## src/design/dfrw_pkg.sv

```systemverilog
// ----------------------------------------------------------------------------
// dfrw_pkg: shared types and constants of the delayed feedback random walk
// Field widths, configuration register indexes, reset values and the control
// struct between the step stage and the histogram stage.
// ----------------------------------------------------------------------------
package dfrw_pkg;

  localparam int VALUE_W   = 5;   // new_value field
  localparam int COUNT_W   = 32;  // bin_count field
  localparam int DRAW_W    = 16;  // rand_draw field
  localparam int CFG_W     = 5;   // widest configuration register
  localparam int CFG_IDX_W = 2;

  // Every delay code the 5-bit registers can hold
  localparam int DELAY_SPAN = 2 ** CFG_W;

  typedef enum logic [CFG_IDX_W-1:0] {
    REG_THRESHOLD = 2'd0,
    REG_DELAY_A   = 2'd1,
    REG_DELAY_B   = 2'd2
  } cfg_reg_t;

  localparam logic signed [CFG_W-1:0] THRESHOLD_RST = 5'sd0;
  localparam logic [CFG_W-1:0]        DELAY_A_RST   = 5'd1;
  localparam logic [CFG_W-1:0]        DELAY_B_RST   = 5'd0;

  // Step stage to histogram stage
  typedef struct packed {
    logic adv;      // item moves into the histogram stage this cycle
    logic restart;  // histogram is cleared before this item
  } step_ctl_t;

endpackage

```

## src/design/dfrw_in_if.sv

```systemverilog
// ----------------------------------------------------------------------------
// dfrw_in_if: input item channel
// Valid/ready channel carrying restart and rand_draw.
// ----------------------------------------------------------------------------
interface dfrw_in_if;
  import dfrw_pkg::*;

  logic              valid;
  logic              ready;
  logic              restart;
  logic [DRAW_W-1:0] rand_draw;

  modport source (output valid, output restart, output rand_draw, input ready);
  modport sink   (input valid, input restart, input rand_draw, output ready);
endinterface

```

## src/design/dfrw_out_if.sv

```systemverilog
// ----------------------------------------------------------------------------
// dfrw_out_if: result item channel
// Valid/ready channel carrying new_value and bin_count.
// ----------------------------------------------------------------------------
interface dfrw_out_if;
  import dfrw_pkg::*;

  logic                      valid;
  logic                      ready;
  logic signed [VALUE_W-1:0] new_value;
  logic [COUNT_W-1:0]        bin_count;

  modport source (output valid, output new_value, output bin_count, input ready);
  modport sink   (input valid, input new_value, input bin_count, output ready);
endinterface

```

## src/design/dfrw_ram.sv

```systemverilog
// ----------------------------------------------------------------------------
// dfrw_ram: generic single-write, single-read RAM
// One write port, one read port with registered read data and read enable.
// ----------------------------------------------------------------------------
module dfrw_ram #(
  parameter int WIDTH = 32,
  parameter int DEPTH = 21
) (
  input  logic                                   clk,
  input  logic                                   we,
  input  logic [(DEPTH > 1 ? $clog2(DEPTH) : 1)-1:0] waddr,
  input  logic [WIDTH-1:0]                       wdata,
  input  logic                                   re,
  input  logic [(DEPTH > 1 ? $clog2(DEPTH) : 1)-1:0] raddr,
  output logic [WIDTH-1:0]                       rdata
);

  logic [WIDTH-1:0] mem [DEPTH];

  always_ff @(posedge clk) begin
    if (we) begin
      mem[waddr] <= wdata;
    end
    if (re) begin
      rdata <= mem[raddr];
    end
  end

endmodule

```

## src/design/dfrw_step.sv

```systemverilog
// ----------------------------------------------------------------------------
// dfrw_step: input register, history line and walk step
// Holds the accepted item, the last walk values as a shift line, and decides
// the next walk value from the two delayed feedback taps.
// ----------------------------------------------------------------------------
module dfrw_step #(
  parameter int HALF_RANGE    = 10,
  parameter int HISTORY_DEPTH = 32
) (
  input  logic                                              clk,
  input  logic                                              rst,
  dfrw_in_if.sink                                           item_in,
  input  logic signed [dfrw_pkg::CFG_W-1:0]                 threshold,
  input  logic [dfrw_pkg::CFG_W-1:0]                        delay_a,
  input  logic [dfrw_pkg::CFG_W-1:0]                        delay_b,
  input  logic                                              hist_ready,
  output dfrw_pkg::step_ctl_t                               ctl,
  output logic signed [$clog2(HALF_RANGE + 1):0]            value,
  output logic [$clog2(2 * HALF_RANGE + 1)-1:0]             bin
);
  import dfrw_pkg::*;

  localparam int VW = $clog2(HALF_RANGE + 1) + 1;
  localparam int BW = $clog2(2 * HALF_RANGE + 1);
  localparam int CW = (VW > CFG_W ? VW : CFG_W) + 1;
  // Delays are at most DELAY_SPAN-1, so at most DELAY_SPAN values are ever seen
  localparam int LEN = HISTORY_DEPTH < DELAY_SPAN ? HISTORY_DEPTH : DELAY_SPAN;

  localparam logic signed [VW-1:0] HR_POS = VW'(HALF_RANGE);
  localparam logic signed [VW-1:0] HR_NEG = -VW'(HALF_RANGE);
  localparam logic signed [VW-1:0] ONE    = VW'(1);

  logic              a_valid;
  logic              a_restart;
  logic [DRAW_W-1:0] a_draw;
  logic              adv;

  logic signed [VW-1:0] hist_line [LEN];  // [0] is the current value
  logic signed [VW-1:0] eff [LEN];        // line after an optional restart
  logic [LEN-1:0]       le_thr;
  logic [LEN-1:0]       ge_neg_thr;
  logic [DELAY_SPAN-1:0] tap_a_bits;
  logic [DELAY_SPAN-1:0] tap_b_bits;
  logic signed [CW-1:0] thr_x;
  logic signed [CW-1:0] neg_thr_x;
  logic                 term_a;
  logic                 term_b;
  logic                 up;
  logic signed [VW-1:0] cur;
  logic signed [VW-1:0] next_value;

  assign adv           = a_valid && hist_ready;
  assign item_in.ready = !a_valid || adv;

  always_ff @(posedge clk) begin
    if (rst) begin
      a_valid <= 1'b0;
    end else if (item_in.valid && item_in.ready) begin
      a_valid <= 1'b1;
    end else if (adv) begin
      a_valid <= 1'b0;
    end
  end

  always_ff @(posedge clk) begin
    if (item_in.valid && item_in.ready) begin
      a_restart <= item_in.restart;
      a_draw    <= item_in.rand_draw;
    end
  end

  assign thr_x     = CW'(threshold);
  assign neg_thr_x = -thr_x;

  // Per-entry compares sit at fixed places; the delays only pick a bit
  always_comb begin
    for (int k = 0; k < LEN; k++) begin
      if (a_restart) begin
        eff[k] = (k == 0) ? ONE : '0;
      end else begin
        eff[k] = hist_line[k];
      end
      le_thr[k]     = CW'(eff[k]) <= thr_x;
      ge_neg_thr[k] = CW'(eff[k]) >= neg_thr_x;
    end
  end

  // Delay wraps modulo HISTORY_DEPTH
  for (genvar d = 0; d < DELAY_SPAN; d++) begin : g_tap
    assign tap_a_bits[d] = le_thr[d % HISTORY_DEPTH];
    assign tap_b_bits[d] = ge_neg_thr[d % HISTORY_DEPTH];
  end

  always_comb begin
    term_a = tap_a_bits[delay_a];
    term_b = tap_b_bits[delay_b];
    if (term_a != term_b) begin
      up = term_a;
    end else begin
      up = !a_draw[DRAW_W-1];  // draw below one half
    end
    cur = eff[0];
    if (up) begin
      next_value = (cur == HR_POS) ? HR_POS : cur + ONE;
    end else begin
      next_value = (cur == HR_NEG) ? HR_NEG : cur - ONE;
    end
  end

  always_ff @(posedge clk) begin
    if (rst) begin
      for (int k = 0; k < LEN; k++) begin
        hist_line[k] <= (k == 0) ? ONE : '0;
      end
    end else if (adv) begin
      hist_line[0] <= next_value;
      for (int k = 1; k < LEN; k++) begin
        hist_line[k] <= eff[k-1];
      end
    end
  end

  assign ctl.adv     = adv;
  assign ctl.restart = a_restart;
  assign value       = next_value;
  assign bin         = BW'(next_value + HR_POS);

endmodule

```

## src/design/dfrw_hist.sv

```systemverilog
// ----------------------------------------------------------------------------
// dfrw_hist: histogram update and result register
// Reads the bin count, increments it with saturation, writes it back and
// presents the result item. Valid bits stand in for clearing the counts.
// ----------------------------------------------------------------------------
module dfrw_hist #(
  parameter int HALF_RANGE = 10
) (
  input  logic                                    clk,
  input  logic                                    rst,
  input  dfrw_pkg::step_ctl_t                     ctl,
  input  logic signed [$clog2(HALF_RANGE + 1):0]  value,
  input  logic [$clog2(2 * HALF_RANGE + 1)-1:0]   bin,
  output logic                                    hist_ready,
  dfrw_out_if.source                              item_out
);
  import dfrw_pkg::*;

  localparam int VW       = $clog2(HALF_RANGE + 1) + 1;
  localparam int NUM_BINS = 2 * HALF_RANGE + 1;
  localparam int BW       = $clog2(NUM_BINS);

  logic                 b_valid;
  logic                 b_restart;
  logic                 b_hit;
  logic signed [VW-1:0] b_value;
  logic [BW-1:0]        b_bin;
  logic [COUNT_W-1:0]   rdata;

  logic                 last_valid;
  logic [BW-1:0]        last_bin;
  logic [COUNT_W-1:0]   last_count;

  logic [NUM_BINS-1:0]  bin_vld;

  logic                 o_valid;
  logic [VALUE_W-1:0]   o_value;
  logic [COUNT_W-1:0]   o_count;

  logic                 adv_out;
  logic [COUNT_W-1:0]   base;
  logic [COUNT_W-1:0]   count_new;

  assign adv_out    = b_valid && (!o_valid || item_out.ready);
  assign hist_ready = !b_valid || adv_out;

  dfrw_ram #(
    .WIDTH (COUNT_W),
    .DEPTH (NUM_BINS)
  ) u_bins (
    .clk   (clk),
    .we    (adv_out),
    .waddr (b_bin),
    .wdata (count_new),
    .re    (ctl.adv),
    .raddr (bin),
    .rdata (rdata)
  );

  // The previous item's write may land on the same edge as this read
  always_comb begin
    if (b_restart) begin
      base = '0;
    end else if (last_valid && last_bin == b_bin) begin
      base = last_count;
    end else if (b_hit) begin
      base = rdata;
    end else begin
      base = '0;
    end
    count_new = (&base) ? base : base + COUNT_W'(1);
  end

  always_ff @(posedge clk) begin
    if (rst) begin
      b_valid <= 1'b0;
    end else if (ctl.adv) begin
      b_valid <= 1'b1;
    end else if (adv_out) begin
      b_valid <= 1'b0;
    end
  end

  always_ff @(posedge clk) begin
    if (ctl.adv) begin
      b_restart <= ctl.restart;
      b_value   <= value;
      b_bin     <= bin;
      b_hit     <= bin_vld[bin];
    end
  end

  // Restart clears every bin; it wins over an older item's write
  always_ff @(posedge clk) begin
    if (rst) begin
      bin_vld <= '0;
    end else if (ctl.adv && ctl.restart) begin
      bin_vld <= '0;
    end else if (adv_out) begin
      bin_vld[b_bin] <= 1'b1;
    end
  end

  always_ff @(posedge clk) begin
    if (rst) begin
      last_valid <= 1'b0;
    end else if (adv_out) begin
      last_valid <= 1'b1;
    end
  end

  always_ff @(posedge clk) begin
    if (adv_out) begin
      last_bin   <= b_bin;
      last_count <= count_new;
      o_value    <= VALUE_W'(b_value);
      o_count    <= count_new;
    end
  end

  always_ff @(posedge clk) begin
    if (rst) begin
      o_valid <= 1'b0;
    end else if (adv_out) begin
      o_valid <= 1'b1;
    end else if (item_out.ready) begin
      o_valid <= 1'b0;
    end
  end

  assign item_out.valid     = o_valid;
  assign item_out.new_value = o_value;
  assign item_out.bin_count = o_count;

endmodule

```

## src/design/delayed_feedback_random_walk_unit.sv

```systemverilog
// ----------------------------------------------------------------------------
// delayed_feedback_random_walk_unit: bounded random walk with delayed feedback
// Steps a walk bounded to +-HALF_RANGE once per input item, steered by two
// delayed taps of its own history, and counts visits per walk value.
// ----------------------------------------------------------------------------
// Takes one item per clock and returns one result item per input item, in
// order; a result passes the input register, the histogram read stage and
// the result register, and is taken at an edge where the output side is
// ready; either side may stall at any time. The rate is set by the walk
// step itself: the taps come from a shift line of the last min(HISTORY_DEPTH,
// 32) values, so a step sees the value of the step before it with no bubble.
// The per-value counts live in a RAM of 2*HALF_RANGE+1 words with one valid
// bit per word, so reset and restart clear them at once and no clearing pass
// is needed. Configuration is written through cfg_we/cfg_index/cfg_data; the
// user must write it only while no item is in flight, as the block does not
// enforce this; an index with no register is ignored.
// ----------------------------------------------------------------------------
module delayed_feedback_random_walk_unit #(
  parameter int HALF_RANGE    = 10,
  parameter int HISTORY_DEPTH = 32
) (
  input  logic                               clk,
  input  logic                               rst,
  input  logic                               cfg_we,
  input  logic [dfrw_pkg::CFG_IDX_W-1:0]     cfg_index,
  input  logic [dfrw_pkg::CFG_W-1:0]         cfg_data,
  dfrw_in_if.sink                            item_in,
  dfrw_out_if.source                         item_out
);
  import dfrw_pkg::*;

  localparam int VW = $clog2(HALF_RANGE + 1) + 1;
  localparam int BW = $clog2(2 * HALF_RANGE + 1);

  // Configuration registers
  logic signed [CFG_W-1:0] threshold;
  logic [CFG_W-1:0]        delay_a;
  logic [CFG_W-1:0]        delay_b;

  // Step stage to histogram stage
  step_ctl_t            ctl;
  logic signed [VW-1:0] value;
  logic [BW-1:0]        bin;
  logic                 hist_ready;

  always_ff @(posedge clk) begin
    if (rst) begin
      threshold <= THRESHOLD_RST;
      delay_a   <= DELAY_A_RST;
      delay_b   <= DELAY_B_RST;
    end else if (cfg_we) begin
      case (cfg_reg_t'(cfg_index))
        REG_THRESHOLD: threshold <= cfg_data;
        REG_DELAY_A:   delay_a   <= cfg_data;
        REG_DELAY_B:   delay_b   <= cfg_data;
        default: ;  // no register at this index
      endcase
    end
  end

  // Input register, history line and step decision
  dfrw_step #(
    .HALF_RANGE    (HALF_RANGE),
    .HISTORY_DEPTH (HISTORY_DEPTH)
  ) u_step (
    .clk        (clk),
    .rst        (rst),
    .item_in    (item_in),
    .threshold  (threshold),
    .delay_a    (delay_a),
    .delay_b    (delay_b),
    .hist_ready (hist_ready),
    .ctl        (ctl),
    .value      (value),
    .bin        (bin)
  );

  // Count read-modify-write and result register
  dfrw_hist #(
    .HALF_RANGE (HALF_RANGE)
  ) u_hist (
    .clk        (clk),
    .rst        (rst),
    .ctl        (ctl),
    .value      (value),
    .bin        (bin),
    .hist_ready (hist_ready),
    .item_out   (item_out)
  );

endmodule
```

## src/flat_wrapper.sv

```systemverilog
// flat-port wrapper written by rule: the top's interface ports become plain ports
module delayed_feedback_random_walk_unit_flat import dfrw_pkg::*;
#(
  parameter int HALF_RANGE    = 10,
  parameter int HISTORY_DEPTH = 32
)
  (clk, rst, cfg_we, cfg_index, cfg_data, item_in_valid, item_in_restart, item_in_rand_draw, item_in_ready, item_out_valid, item_out_new_value, item_out_bin_count, item_out_ready);
  dfrw_in_if item_in_i ();
  dfrw_out_if item_out_i ();
  input  logic clk;
  input  logic rst;
  input  logic cfg_we;
  input  logic [dfrw_pkg::CFG_IDX_W-1:0] cfg_index;
  input  logic [dfrw_pkg::CFG_W-1:0] cfg_data;
  input wire logic [$bits(item_in_i.valid)-1:0] item_in_valid;
  input wire logic [$bits(item_in_i.restart)-1:0] item_in_restart;
  input wire logic [$bits(item_in_i.rand_draw)-1:0] item_in_rand_draw;
  output wire logic [$bits(item_in_i.ready)-1:0] item_in_ready;
  output wire logic [$bits(item_out_i.valid)-1:0] item_out_valid;
  output wire logic [$bits(item_out_i.new_value)-1:0] item_out_new_value;
  output wire logic [$bits(item_out_i.bin_count)-1:0] item_out_bin_count;
  input wire logic [$bits(item_out_i.ready)-1:0] item_out_ready;
  assign item_in_i.valid = item_in_valid;
  assign item_in_i.restart = item_in_restart;
  assign item_in_i.rand_draw = item_in_rand_draw;
  assign item_in_ready = item_in_i.ready;
  assign item_out_valid = item_out_i.valid;
  assign item_out_new_value = item_out_i.new_value;
  assign item_out_bin_count = item_out_i.bin_count;
  assign item_out_i.ready = item_out_ready;
  delayed_feedback_random_walk_unit #(.HALF_RANGE(HALF_RANGE), .HISTORY_DEPTH(HISTORY_DEPTH)) u_core (.clk(clk), .rst(rst), .cfg_we(cfg_we), .cfg_index(cfg_index), .cfg_data(cfg_data), .item_in(item_in_i), .item_out(item_out_i));
endmodule
```

## config.mk

```make
export PLATFORM = sky130hd
export DESIGN_NAME = delayed_feedback_random_walk_unit_flat
export DESIGN_NICKNAME = d
export VERILOG_FILES = /design/src/design/dfrw_pkg.sv /design/src/design/dfrw_in_if.sv /design/src/design/dfrw_out_if.sv /design/src/design/dfrw_ram.sv /design/src/design/dfrw_step.sv /design/src/design/dfrw_hist.sv /design/src/design/delayed_feedback_random_walk_unit.sv /design/src/flat_wrapper.sv
export SDC_FILE = /design/constraint.sdc
export NUM_CORES = 2
export LEC_CHECK = 0
export BUFFER_PORTS_ARGS = -buffer_cell sky130_fd_sc_hd__clkbuf_2
export CAP_MARGIN = 40
export CORE_MARGIN = 2
export CORE_UTILIZATION = 55
export DETAILED_ROUTE_END_ITERATION = 10
export PLACE_DENSITY_LB_ADDON = 0.2
export SLEW_MARGIN = 0
export SYNTH_ARGS = -nofsm -noshare
export SYNTH_HDL_FRONTEND = slang
export SYNTH_SLANG_ARGS = --single-unit
```

## constraint.sdc

```tcl
create_clock -name clk -period 24.5 [get_ports clk]
set_clock_uncertainty 0.1 [all_clocks]
set_input_delay 1.225 -clock clk [delete_from_list [all_inputs] [get_ports clk]]
set_output_delay 1.225 -clock clk [all_outputs]
set_load 0.01 [all_outputs]
```

# ---- Word-level counts from Yosys, hierarchy flattened
# Memories as Yosys holds them, arrays and structs flattened. A register that Yosys moved wholly into a read port is not among the register bits.
# Index checks and enable logic that the tools add are counted.
dict set report classes {
  n_bitwise 33
  addsub 5
  n_reduce_logical 22
  mux 93
  eq_ne 6
  order_cmp 69
}
# op n
set ops {}
lappend ops {{2-to-1 mux 5 bit} 67}
lappend ops {{greater-or-equal comparator 5 x 6 -> 1 bit} 32}
lappend ops {{less-or-equal comparator 5 bit} 32}
lappend ops {{2-to-1 mux 32 bit} 4}
lappend ops {{adder 32 x 1 -> 32 bit, second input constant} 1}
lappend ops {{bitwise OR 1 bit} 32}
lappend ops {{AND reduction 32 bit} 1}
lappend ops {{less-than comparator 5 x 6 -> 1 bit, second input constant} 4}
lappend ops {{bitwise OR 21 bit} 1}
lappend ops {{2-to-1 mux 1 bit} 18}
lappend ops {{binary-select mux 1 bit (select 5 bit)} 3}
lappend ops {{== test 5 bit, second input constant} 2}
lappend ops {{logical AND 1 bit} 6}
lappend ops {{negation 5 -> 6 bit} 1}
lappend ops {{AND reduction 2 bit} 3}
lappend ops {{nonzero test 2 bit} 3}
lappend ops {{adder 5 x 2 -> 5 bit, second input constant} 1}
lappend ops {{adder 5 bit, second input constant} 1}
lappend ops {{demux 1 bit (select 5 bit)} 1}
lappend ops {{== test 5 bit} 1}
lappend ops {{greater-or-equal comparator 5 x 1 -> 1 bit, second input constant} 1}
lappend ops {{subtractor 5 x 2 -> 5 bit, second input constant} 1}
lappend ops {{zero test 1 bit} 4}
lappend ops {{logical OR 1 bit} 3}
lappend ops {{other kinds (5)} 5}
dict set report word_totals {
  ram_bits 832
  elab_cells 247
  regBits 111
  n_memories 2
}
# memory words width rd rd_clocked_by_memory_dff wr line_no
set memory_table {}
lappend memory_table {u_core.u_hist.u_bins.mem 21 32 1 1 1 dfrw_ram.sv:18} ;# logic [WIDTH-1:0] mem [DEPTH];
lappend memory_table {u_core.u_step.hist_line 32 5 32 0 32 dfrw_step.sv:38} ;# logic signed [VW-1:0] hist_line [LEN];

# ---- Logic depth before layout (Yosys ltp)
dict set report logic_depth {
  depth_word 10
  depth_mapped 28
}

# ---- Hierarchy
# From an unflattened synthesis, not the netlist that was laid out.
dict set report hier_totals {
  cells_unflattened 3404
  hier_area_um2 45820.2
}
# mod instances area_each_um2 seq_area_each_um2 cells_per_inst
set modules_own_cells {}
lappend modules_own_cells {dfrw_ram 1 27037.2 21140.3 1434}
lappend modules_own_cells {dfrw_step 1 13603.0 4884.7 1426}
lappend modules_own_cells {dfrw_hist 1 4536.9 2102.0 484}
lappend modules_own_cells {delayed_feedback_random_walk_unit 1 643.1 300.3 60}

# ---- Worst setup path after synthesis
# OpenSTA, ideal clock, no wires.
dict set report synth_path {
  path_type {flip-flop to flip-flop}
  start {register u_core.threshold[0]}
  end {register u_core.u_hist.u_bins.rdata[31] (read register of u_core.u_hist.u_bins.mem), data pin}
  t_required_ns 24.139
  setup_slack_ns 16.643
  arrival_time_ns 7.497
  n_path_buf 6
  stages_incl_launch_ff 26
  setup_time_ns 0.261
  cell_sequence {dfxtp_1 -> inv_1 -> ha_1 -> xor2_1 -> ha_1 -> a21oi_1 -> o21ai_0 -> maj3_1 -> o21ai_1 -> a21oi_1 -> o32a_1 -> o211ai_2 -> a21oi_4 -> maj3_2 -> buf_4 -> mux2_4 -> buf_2 -> buf_1 -> ha_1 -> clkbuf_1 -> clkbuf_1 -> clkbuf_1 -> mux4_2 -> mux2i_1 -> mux2_2 -> mux2i_1}
}
dict set report synth_between {
  elab_chain_cells 8
  elab_cells_between_ends 73
  cone_classes {add/sub (2); order compare (64); eq/ne (1); mux (6)}
}
# item line_no
set synth_lines {}
lappend synth_lines {{from (decl)} delayed_feedback_random_walk_unit.sv:36} ;# logic signed [CFG_W-1:0] threshold;
lappend synth_lines {{from (signal assigned)} delayed_feedback_random_walk_unit.sv:53} ;# REG_THRESHOLD: threshold <= cfg_data;
lappend synth_lines {{negation 5 -> 6 bit} dfrw_step.sv:73} ;# assign neg_thr_x = -thr_x;
lappend synth_lines {{greater-or-equal comparator 5 x 6 -> 1 bit} dfrw_step.sv:84} ;# ge_neg_thr[k] = CW'(eff[k]) >= neg_thr_x;
lappend synth_lines {{binary-select mux 1 bit (select 5 bit)} dfrw_step.sv:96} ;# term_b = tap_b_bits[delay_b];
lappend synth_lines {{2-to-1 mux 1 bit (implied by the code)} dfrw_step.sv:96}
lappend synth_lines {{!= test 1 bit} dfrw_step.sv:97} ;# if (term_a != term_b) begin
lappend synth_lines {{2-to-1 mux 1 bit *} dfrw_step.sv:97}
lappend synth_lines {{2-to-1 mux 5 bit *} dfrw_step.sv:103} ;# if (up) begin
lappend synth_lines {{adder 5 bit *} dfrw_step.sv:126} ;# assign bin = BW'(next_value + HR_POS);
lappend synth_lines {{via u_core.bin[2]} delayed_feedback_random_walk_unit.sv:43} ;# logic [BW-1:0] bin;
lappend synth_lines {{to (decl)} dfrw_ram.sv:15} ;# output logic [WIDTH-1:0] rdata
# Mark *: on every way through the listed nets, which the timed path passes. The rest lies on a longest branch. The select of a mux whose other input is x is not followed.
# A chain may end at the register's enable or synchronous reset.

# ---- Final worst setup path
dict set report layout_path {
  start {register u_core.threshold[3]}
  end {register u_core.u_hist.u_bins.rdata[25] (read register of u_core.u_hist.u_bins.mem), data pin}
}
dict set report layout_between {
  elab_chain_cells 8
  elab_cells_between_ends 73
  cone_classes {add/sub (2); order compare (64); eq/ne (1); mux (6)}
}
# item line_no
set layout_lines {}
lappend layout_lines {{negation 5 -> 6 bit} dfrw_step.sv:73}
lappend layout_lines {{greater-or-equal comparator 5 x 6 -> 1 bit} dfrw_step.sv:84}
lappend layout_lines {{binary-select mux 1 bit (select 5 bit)} dfrw_step.sv:96}
lappend layout_lines {{2-to-1 mux 1 bit (implied by the code)} dfrw_step.sv:96}
lappend layout_lines {{!= test 1 bit} dfrw_step.sv:97}
lappend layout_lines {{2-to-1 mux 1 bit *} dfrw_step.sv:97}
lappend layout_lines {{2-to-1 mux 5 bit *} dfrw_step.sv:103}
lappend layout_lines {{via u_core.u_hist.value[2]} dfrw_hist.sv:12} ;# input logic signed [$clog2(HALF_RANGE + 1):0] value,
lappend layout_lines {{adder 5 bit *} dfrw_step.sv:126}
lappend layout_lines {{via u_core.bin[2]} delayed_feedback_random_walk_unit.sv:43}
# Marks and branches as above.

==> impl_metrics.tcl <==
set metrics [dict create \
    status "finished clean" \
    p_comb_frac 0.217 \
    pwr-share-clk 0.345 \
    grt_pass1_vias 29800 \
    cts_setup_buffers 0 \
    slowest_stage "inv_1" \
    clkTransAtPathRegs_ps 60 \
    syn_area_per_cell_um2 13.9 \
    die_w_um 294 \
    cp.arrival_ps 8840 \
    clock-sinks 958 \
    drc_errors 0 \
    postCtsHoldBufs 0 \
    netlist_area_um2 46300 \
    path_class "reg -> reg" \
    die_y_um 294 \
    crit_top_cell "mux2i_1" \
    die_area_um2 86500 \
    start_util 0.554 \
    dr.pass1.iters 8 \
    max_freq_mhz 117 \
    p_switching_uw 1240 \
    fin_nets 3640 \
    async_flop_share 0 \
    yosys_warnings 0 \
    p_seq_frac 0.438 \
    place_congestion 0.863 \
    htreeDepth 3 \
    grtUsageTotal 0.278 \
    hpwlAfterDp_um 70100 \
    grt_pass1_wl_um 181000 \
    p_leak_uw 0.0184 \
    ios 68 \
    clock_path_buffers 3 \
    worstHoldPathType "reg -> reg" \
    setup_tns_ps 0 \
    synth_edf_count 918 \
    end_kind "flip-flop" \
    drtIter0Drc 3156 \
    syn_nets 3579 \
    grt_start_max_net_pins 168 \
    cts_root_buf "clkbuf_16" \
    drive_gt1_frac 0.141 \
    num_rows 106 \
    vias 29800 \
    crit_path_cell_trace "inv_1 -> buf_4 -> ha_1 -> nand3_1 -> o22ai_1 -> o311ai_0 -> o211ai_1 -> and4_1 -> nor3_1 -> nand4_1 -> maj3_2 -> mux2i_1 -> a211oi_1 -> ha_4 -> clkinv_2 -> buf_4 -> a2111oi_0 -> nor4_1 -> mux2i_1 -> mux2i_1" \
    worstSetupStartpointType "flip-flop" \
    cts-resized-gates 0 \
    period_needed_ps 8540 \
    r2r_slack_ps 15960 \
    cts_tree "yes" \
    clk_latency_ps 690 \
    fin_crit_sh 0.349 \
    layout_commonest_cell "edfxtp_1" \
    setup_viol 0 \
    port_buffers 52 \
    rsz0062_at_grt "false" \
    swShare 0.284 \
    coreArea_um2 83600 \
    ir_drop_uv 89.3 \
    yosysSeqAreaShare 0.613 \
    ys.flop_type "edfxtp_1" \
    layout_common_cells "edfxtp_1 (918), ha_1 (229), nor2_1 (195), inv_1 (172), nor2b_1 (165)" \
    drtAntennaViolNets 0 \
    max-cap-violations 0 \
    internal_power_uw 3120 \
    avgRoutedWirePerCell_um 26.4 \
    power_density_nw_per_um2 84.6 \
    antenna_found_initial 0 \
    slew-limit-headroom 0.410 \
    max_stage_delay_ps 680 \
    hold_viol 0 \
    worstPathRequired_ps 24800 \
    diodes 0 \
    avgViaCountPerCell 6.55 \
    grt.overflow.total 0 \
    synth-seq-cells 958 \
    tightest_slew_ps 881 \
    synth_cells 3320 \
    power.total_uw 4360 \
    cts_made_buffers 98 \
    slew_viol_final 0 \
    cp_max_fo 63 \
    netlist-cell-type-count 85 \
    syn2layout_area_growth_pct 11.2 \
    wl_um 120000 \
]
## critical path, delay by kind of cell (launching register included)
family,cells,cell delay (ps)
AO/OA/AOI/OAI,5,1740
AND/OR/NAND/NOR,5,1480
flip-flops,1,390
adder cells (fa/ha/maj),3,1490
buffers and inverters,4,2280
multiplexers,3,660
## synthesized netlist by cell type (all sizes together), types with 5 or more instances
master,n,share of area
nand4,44,0.0059
a211o,7,0.0013
a211oi,21,0.0034
o211ai,18,0.0030
and3,13,0.0018
or3,6,0.00081
xnor2,21,0.0041
o311ai,5,0.00095
ha,230,0.062
a41oi,98,0.019
mux4,115,0.056
or3b,6,0.0011
buf,50,0.0075
clkbuf,148,0.012
xor2,17,0.0032
o2111ai,8,0.0015
o22ai,15,0.0020
nand2b,90,0.012
and2,51,0.0069
nor2,219,0.018
maj3,11,0.0024
edfxtp,918,0.60
a311oi,6,0.0011
mux2i,137,0.030
a31oi,19,0.0026
nand3b,11,0.0018
nand3,52,0.0056
inv,178,0.014
o21ai,89,0.0096
nor2b,166,0.022
a2111oi,103,0.020
a221oi,10,0.0020
nor3b,8,0.0015
o21a,46,0.0075
a21o,12,0.0019
nand2,100,0.0083
a21oi,106,0.012
or4,8,0.0013
nor3,16,0.0017
o221ai,6,0.0013
o31ai,8,0.0014
nor4,28,0.0039
dfxtp,40,0.017
mux2,24,0.0059
## layout make-up
class                           count  area, um^2
Fill cell                        6197       32100
Multi-Input combinational cell   1985       16600
Tap cell                         1080        1350
Clock inverter                     54         614
Inverter                          179         676
Sequential cell                   958       28400
Clock buffer                      129        2620
Timing Repair Buffer              159        1240
## registers in the layout, indices dropped and copies added, names as in the netlist, 5 cells and up
register / cells
u_core.u_hist.u_bins.mem: 672
u_core.u_step.hist_line: 160
u_core.u_hist.item_out.bin_count: 32
u_core.u_hist.u_bins.rdata: 32
u_core.u_hist.bin_vld: 21
u_core.delay_a: 5
u_core.delay_b: 5
u_core.threshold: 5
u_core.u_hist.b_value: 5
u_core.u_hist.last_bin: 5
## power by group through the flow
stage                     registers, uW  clock network (uW)  logic (uW)
after floorplan                    1940                   0         666
after global placement             1940                   0         894
after detailed placement           1940                   0         937
after CTS                          1910                1520         944
after global routing               1910                1580        1020
final                              1910                1500         946
## worst paths after layout
check	startpoint	endpoint	cells after the start
worst max-delay path	u_core.threshold[3]$_SDFFE_PP0P_	u_core.u_hist.u_bins.rdata[25]$_DFFE_PP_	20
worst min-delay path	u_core.u_hist.b_value[2]$_DFFE_PP_	u_core.u_hist.item_out.new_value[2]$_DFFE_PP_	0
worst min register to register	u_core.u_hist.b_value[2]$_DFFE_PP_	u_core.u_hist.item_out.new_value[2]$_DFFE_PP_	0
worst max register to register	u_core.threshold[3]$_SDFFE_PP0P_	u_core.u_hist.u_bins.rdata[25]$_DFFE_PP_	20
## through the flow
stage	cells	hold WS [ps]	util	setup WS [ps]	area [um^2]
after detailed placement	4361	316	0.578	16060	48300
after global placement	4333	309	0.573	15570	47900
after CTS	4544	330	0.616	16060	51500
after floorplan	3320	300	-	16640	46300
final	4544	327	0.616	15960	51500
after global routing	4544	337	0.616	15570	51500
## cell families (layout without fill, tap and decap cells)
family | Yosys count | count (layout) | share of synthesized area
flip-flops | 958 | 958 | 0.613
AND/OR/NAND/NOR | 834 | 834 | 0.0960
AO/OA/AOI/OAI | 596 | 596 | 0.0936
buffers and inverters | 377 | 521 | 0.0340
multiplexers | 276 | 276 | 0.0918
adder cells (fa/ha/maj) | 241 | 241 | 0.0646
XOR/XNOR | 38 | 38 | 0.00735
## metal layers
metal | GRT usage | share of wire | up-vias | routed length, um
met1 | 0.372 | 0.40 | 15100 | 48000
met5 | 0 | 0 | - | 0
met3 | 0.0510 | 0.084 | 269 | 10000
met4 | 0.0988 | 0.033 | 0 | 3970
li1 | - | - | 13100 | -
met2 | 0.458 | 0.48 | 1369 | 58000
(Power assumes the default switching activity.)
